<file path="config.mk">
export PLATFORM = sky130hd
export DESIGN_NAME = bfa_word_unit
export DESIGN_NICKNAME = d
export VERILOG_FILES = /design/src/rtl/bfa_pkg.sv /design/src/rtl/bfa_word_unit.sv
export SDC_FILE = /design/constraint.sdc
export NUM_CORES = 1
export LEC_CHECK = 0
export BUFFER_PORTS_ARGS = -buffer_cell sky130_fd_sc_hd__buf_2
export CORE_UTILIZATION = 25
export DETAILED_ROUTE_END_ITERATION = 10
export PLACE_DENSITY = 0.43
export SLEW_MARGIN = 20
export SYNTH_ARGS = -nofsm -noshare
export SYNTH_HDL_FRONTEND = slang
export SYNTH_SLANG_ARGS = --single-unit
</file>
<file path="constraint.sdc">
create_clock -name vclk -period 4.6
set_input_delay 0.23 -clock vclk [all_inputs]
set_output_delay 0.23 -clock vclk [all_outputs]
set_load 0.02 [all_outputs]
</file>
<file path="src/rtl/bfa_pkg.sv">
`default_nettype none
// ----------------------------------------------------------------------------
// bfa_pkg
// Shared types and constants of the bitmap frame allocator: frame and word
// geometry, command codes, payload structs and the word unit control struct.
// ----------------------------------------------------------------------------
package bfa_pkg;

    localparam int NUM_FRAMES = 65536;
    localparam int WORD_BITS  = 32;
    localparam int WORD_COUNT = (NUM_FRAMES + WORD_BITS - 1) / WORD_BITS;
    localparam int PTR_W      = $clog2(WORD_COUNT);
    localparam int BIT_W      = $clog2(WORD_BITS);
    localparam int HINT_W     = PTR_W + 1;

    localparam int CMD_W      = 2;
    localparam int FRAME_IN_W = 20;
    localparam int FRAME_W    = 16;
    localparam int COUNT_W    = 17;

    localparam logic [COUNT_W-1:0]   FRAME_TOTAL = COUNT_W'(NUM_FRAMES);
    localparam logic [HINT_W-1:0]    HINT_NONE   = HINT_W'(WORD_COUNT);
    localparam logic [PTR_W-1:0]     LAST_WORD   = PTR_W'(WORD_COUNT - 1);
    localparam logic [WORD_BITS-1:0] FULL_WORD   = '1;

    // Command codes
    localparam logic [CMD_W-1:0] CMD_ALLOC = 2'd0;
    localparam logic [CMD_W-1:0] CMD_FREE  = 2'd1;
    localparam logic [CMD_W-1:0] CMD_INIT  = 2'd2;

    // Word unit operations
    localparam logic [1:0] WU_FILL  = 2'd0;
    localparam logic [1:0] WU_INIT  = 2'd1;
    localparam logic [1:0] WU_ALLOC = 2'd2;
    localparam logic [1:0] WU_FREE  = 2'd3;

    typedef struct packed {
        logic [CMD_W-1:0]      cmd;
        logic [FRAME_IN_W-1:0] frame;
    } t_bfa_in;

    typedef struct packed {
        logic [FRAME_W-1:0] alloc_frame;
        logic               alloc_failed;
        logic [COUNT_W-1:0] free_count;
    } t_bfa_out;

    typedef struct packed {
        logic [1:0]       op;
        logic [PTR_W-1:0] word_idx;
        logic [BIT_W-1:0] bit_idx;
        logic [COUNT_W-1:0] keep;
    } t_wu_ctrl;

    typedef struct packed {
        logic             full;
        logic [BIT_W-1:0] low_free;
    } t_wu_stat;

endpackage
`default_nettype wire

</file>
<file path="src/rtl/bfa_word_unit.sv">
`default_nettype none
// ----------------------------------------------------------------------------
// bfa_word_unit
// Shared word unit: checks a bitmap word for a free bit, finds the lowest
// one, and builds the word to write back for fill, init, alloc and free.
// ----------------------------------------------------------------------------
module bfa_word_unit
    import bfa_pkg::*;
(
    input  wire t_wu_ctrl                   i_ctrl,
    input  wire logic     [WORD_BITS-1:0]   i_word,
    output t_wu_stat                        o_stat,
    output logic          [WORD_BITS-1:0]   o_word
);

    logic [WORD_BITS-1:0] zeros;
    logic [15:0]          z16;
    logic [7:0]           z8;
    logic [3:0]           z4;
    logic [1:0]           z2;
    logic [BIT_W-1:0]     low;
    logic [PTR_W:0]       keep_word;
    logic [BIT_W-1:0]     keep_bit;
    logic [WORD_BITS-1:0] init_word;

    // Lowest clear bit by halving search
    always_comb begin
        zeros  = ~i_word;
        low[4] = ~|zeros[15:0];
        z16    = low[4] ? zeros[31:16] : zeros[15:0];
        low[3] = ~|z16[7:0];
        z8     = low[3] ? z16[15:8] : z16[7:0];
        low[2] = ~|z8[3:0];
        z4     = low[2] ? z8[7:4] : z8[3:0];
        low[1] = ~|z4[1:0];
        z2     = low[1] ? z4[3:2] : z4[1:0];
        low[0] = ~z2[0];
    end

    // Init word: ones below the reserved boundary, zeros above
    always_comb begin
        keep_word = i_ctrl.keep[COUNT_W-1:BIT_W];
        keep_bit  = i_ctrl.keep[BIT_W-1:0];
        if ({1'b0, i_ctrl.word_idx} < keep_word) begin
            init_word = FULL_WORD;
        end else if ({1'b0, i_ctrl.word_idx} == keep_word) begin
            init_word = (WORD_BITS'(1) << keep_bit) - WORD_BITS'(1);
        end else begin
            init_word = '0;
        end
    end

    always_comb begin
        o_stat.full     = (i_word == FULL_WORD);
        o_stat.low_free = low;
        unique case (i_ctrl.op)
            WU_FILL:  o_word = FULL_WORD;
            WU_INIT:  o_word = init_word;
            WU_ALLOC: o_word = i_word | (WORD_BITS'(1) << low);
            WU_FREE:  o_word = i_word & ~(WORD_BITS'(1) << i_ctrl.bit_idx);
            default:  o_word = FULL_WORD;
        endcase
    end

endmodule
`default_nettype wire

</file>
==> flow_summary.toml <==
[run_status]
outcome = "finished clean"

[timing]
hold_viol = 0
rsz0062_at_grt = "no"
slew_headroom_pct = 51.5
max_freq_mhz = 319
fin_ws_ps = 1470
tns_ps = 0
finalCritPeriodShare_pct = 68.1
slew_violations = 0
worst-slew-pin-transition_ps = 727
finalSetupViolCount = 0
min_period_ps = 3130

[logic_synthesis]
avgSynthCellArea_um2 = 6.07
synth.top_cell.area_share_pct = 12.1
yosys.area_share.adder_pct = 6.15
synth_xor_area_share_pct = 0.359
synth_commonest_cells = "59 x o21ai_0, 39 x a21oi_1, 38 x nand2_1"
yosys-top-cells-area = "o21ai_0 12%, a21oi_1 8.0%, o211ai_1 6.5%"
yosysWarnings = 0
synthCells = 402
synth_cell_types = 63
synth_compound_area_share_pct = 55.2
seq_area_frac_synth_pct = 0
synth.largest_area_cell = "o21ai_0"
synth.most_common_cell = "o21ai_0"
synthSimpleGateAreaFrac_pct = 29.5
syn-cell-area_mm2 = 0.00244
synth_top_family_by_area = "compound AO/OA/AOI/OAI gates"
syn_nets = 481
synthMuxAreaShare_pct = 0.820

[power]
switchingPower_uw = 198
ir_drop_v = 0.0000645
p_total_uw = 306
p_int_uw = 108
switching_share_pct = 64.7
seqPwrFrac_pct = 0
p_comb_share_pct = 100.0
pwr-share-clk_pct = 0
powerDensity_mw_per_mm2 = 101
p_leak_nw = 1.21

[place]
routabilityCongestion = 0.859
dp.cells = 607
dpl_cell_area_mm2 = 0.00303
place_hpwl_mm = 9.41
place.port_buffers = 105
pre_cts_slack_ps = 1540

[worst_setup_path]
start_kind = "input pin"
worstSetupPathType = "in -> out"
crit_arrival_ps = 2900
crit_fanout = 29
critPathCaptureType = "output pin"
required_ps = 4370

[layout]
final_net_count = 559
num_antenna_cells = 0
syn_to_final_growth_pct = 23.9
layout.cells.non_filler = 607
seq_area_um2 = 0
drive_gt1_share_pct = 25.1
clock_buffers = 0
seq_cell_count = 0
postLayoutCellArea_mm2 = 0.00303

[drt]
drtPass1Iterations = 7
wl_per_cell_um = 20.1
vias_per_cell = 6.05
num_vias = 3670
ant_nets = 0
drtIter0Drc = 429
drc_errors = 0
routed_wl_mm = 12.2

[worst_hold_path]
hold_end = "o_word[12]"
min_path_type = "in -> out"
holdPathStages = 3
min_from = "i_word[12]"

[grt]
grt_overflow_total = 0
grt_pass1_wl_mm = 18.5
grt_max_degree = 43
grt_pass1_vias = 3358
antenna_found_initial = 0
grt.total_usage_pct = 23.1

[die]
rows = 35
coreArea_mm2 = 0.00933
ios = 105
die_x_um = 101
fp.dieArea_mm2 = 0.0102
die_height_um = 101
start_util_pct = 26.2

[flow_run]
cap_violations = 0

[cts]
postCtsHoldBufs = 0
ctsResizeCount = 0
postCtsSetupBuffers = 0
[critical path: stages]
cell      delay [ps]
buf_2            370
nor2_1           180
nand2_1          120
ha_1             600
nor3b_1          390
nor2b_1          180
a41oi_1           60
o22ai_1          180
a21oi_1          120
o221ai_1         240
buf_2            220
[cells by family after synthesis]
logic type / Yosys count
buf+inv: 50
simple gates: 137
compound gates: 200
xor+xnor: 1
fa+ha+maj: 12
mux: 2
[metal layers]
| metal | vias to the layer above | share of wire (%) | GRT usage [%] |
|---|---|---|---|
| met5 | - | 0 | 0 |
| met4 | 0 | 2.5 | 6.13 |
| met3 | 28 | 8.3 | 2.01 |
| met2 | 200 | 44 | 37.0 |
| met1 | 1709 | 45 | 33.0 |
| li1 | 1733 | - | - |
[area by class of cell]
| class | instances | area (µm²) |
|---|---|---|
| Fill cell | 1068 | 6300 |
| Multi-Input combinational cell | 352 | 2250 |
| Timing Repair Buffer | 108 | 548 |
| Tap cell | 129 | 161 |
| Inverter | 18 | 70.1 |
[cell usage in the layout, fill, tap and decap left out, types with 3 or more instances in the layout]
master / Yosys / layout
nor3_1: 8 / 8
a31oi_1: 4 / 4
o21a_1: 9 / 9
nor2b_1: 5 / 5
nand3_1: 11 / 11
or3_1: 4 / 4
nand4_1: 9 / 9
o21ai_0: 59 / 59
buf_2: 1 / 105
a21oi_1: 39 / 39
and2_1: 5 / 5
nand3b_1: 3 / 3
a2bb2oi_1: 10 / 10
inv_1: 17 / 17
and4_1: 7 / 7
o311a_1: 3 / 3
or2_2: 3 / 3
a221o_1: 4 / 4
nor2_1: 25 / 25
ha_1: 12 / 12
o221ai_1: 8 / 8
a211o_1: 5 / 5
buf_4: 1 / 3
nand2_1: 38 / 38
o31ai_1: 5 / 5
a311o_1: 5 / 5
o211ai_1: 21 / 21
a21o_1: 4 / 4
[worst max path at each step]
stage	startpoint	end	cells after the start
finish	i_ctrl[3]	o_word[28]	11
global route	i_ctrl[3]	o_word[28]	11
CTS	i_ctrl[3]	o_word[28]	11
detailed placement	i_ctrl[3]	o_word[28]	11
global placement	i_word[2]	o_word[31]	9
floorplan	i_ctrl[2]	o_word[22]	12
[per-stage QoR]
step | hold slack [ps] | utilization (%)
final | 897 | 32.4
after global placement | 902 | 32.4
after floorplan | 619 | -
after CTS | 893 | 32.4
after global routing | 918 | 32.4
after detailed placement | 893 | 32.4
[power groups by stage]
stage | registers (mW) | logic, mW | clock network [mW]
6_report | 0 | 0.306 | 0
5_1_grt | 0 | 0.333 | 0
4_1_cts | 0 | 0.300 | 0
3_5_place_dp | 0 | 0.299 | 0
3_3_place_gp | 0 | 0.302 | 0
2_1_floorplan | 0 | 0.182 | 0
(Power assumes the default switching activity.)
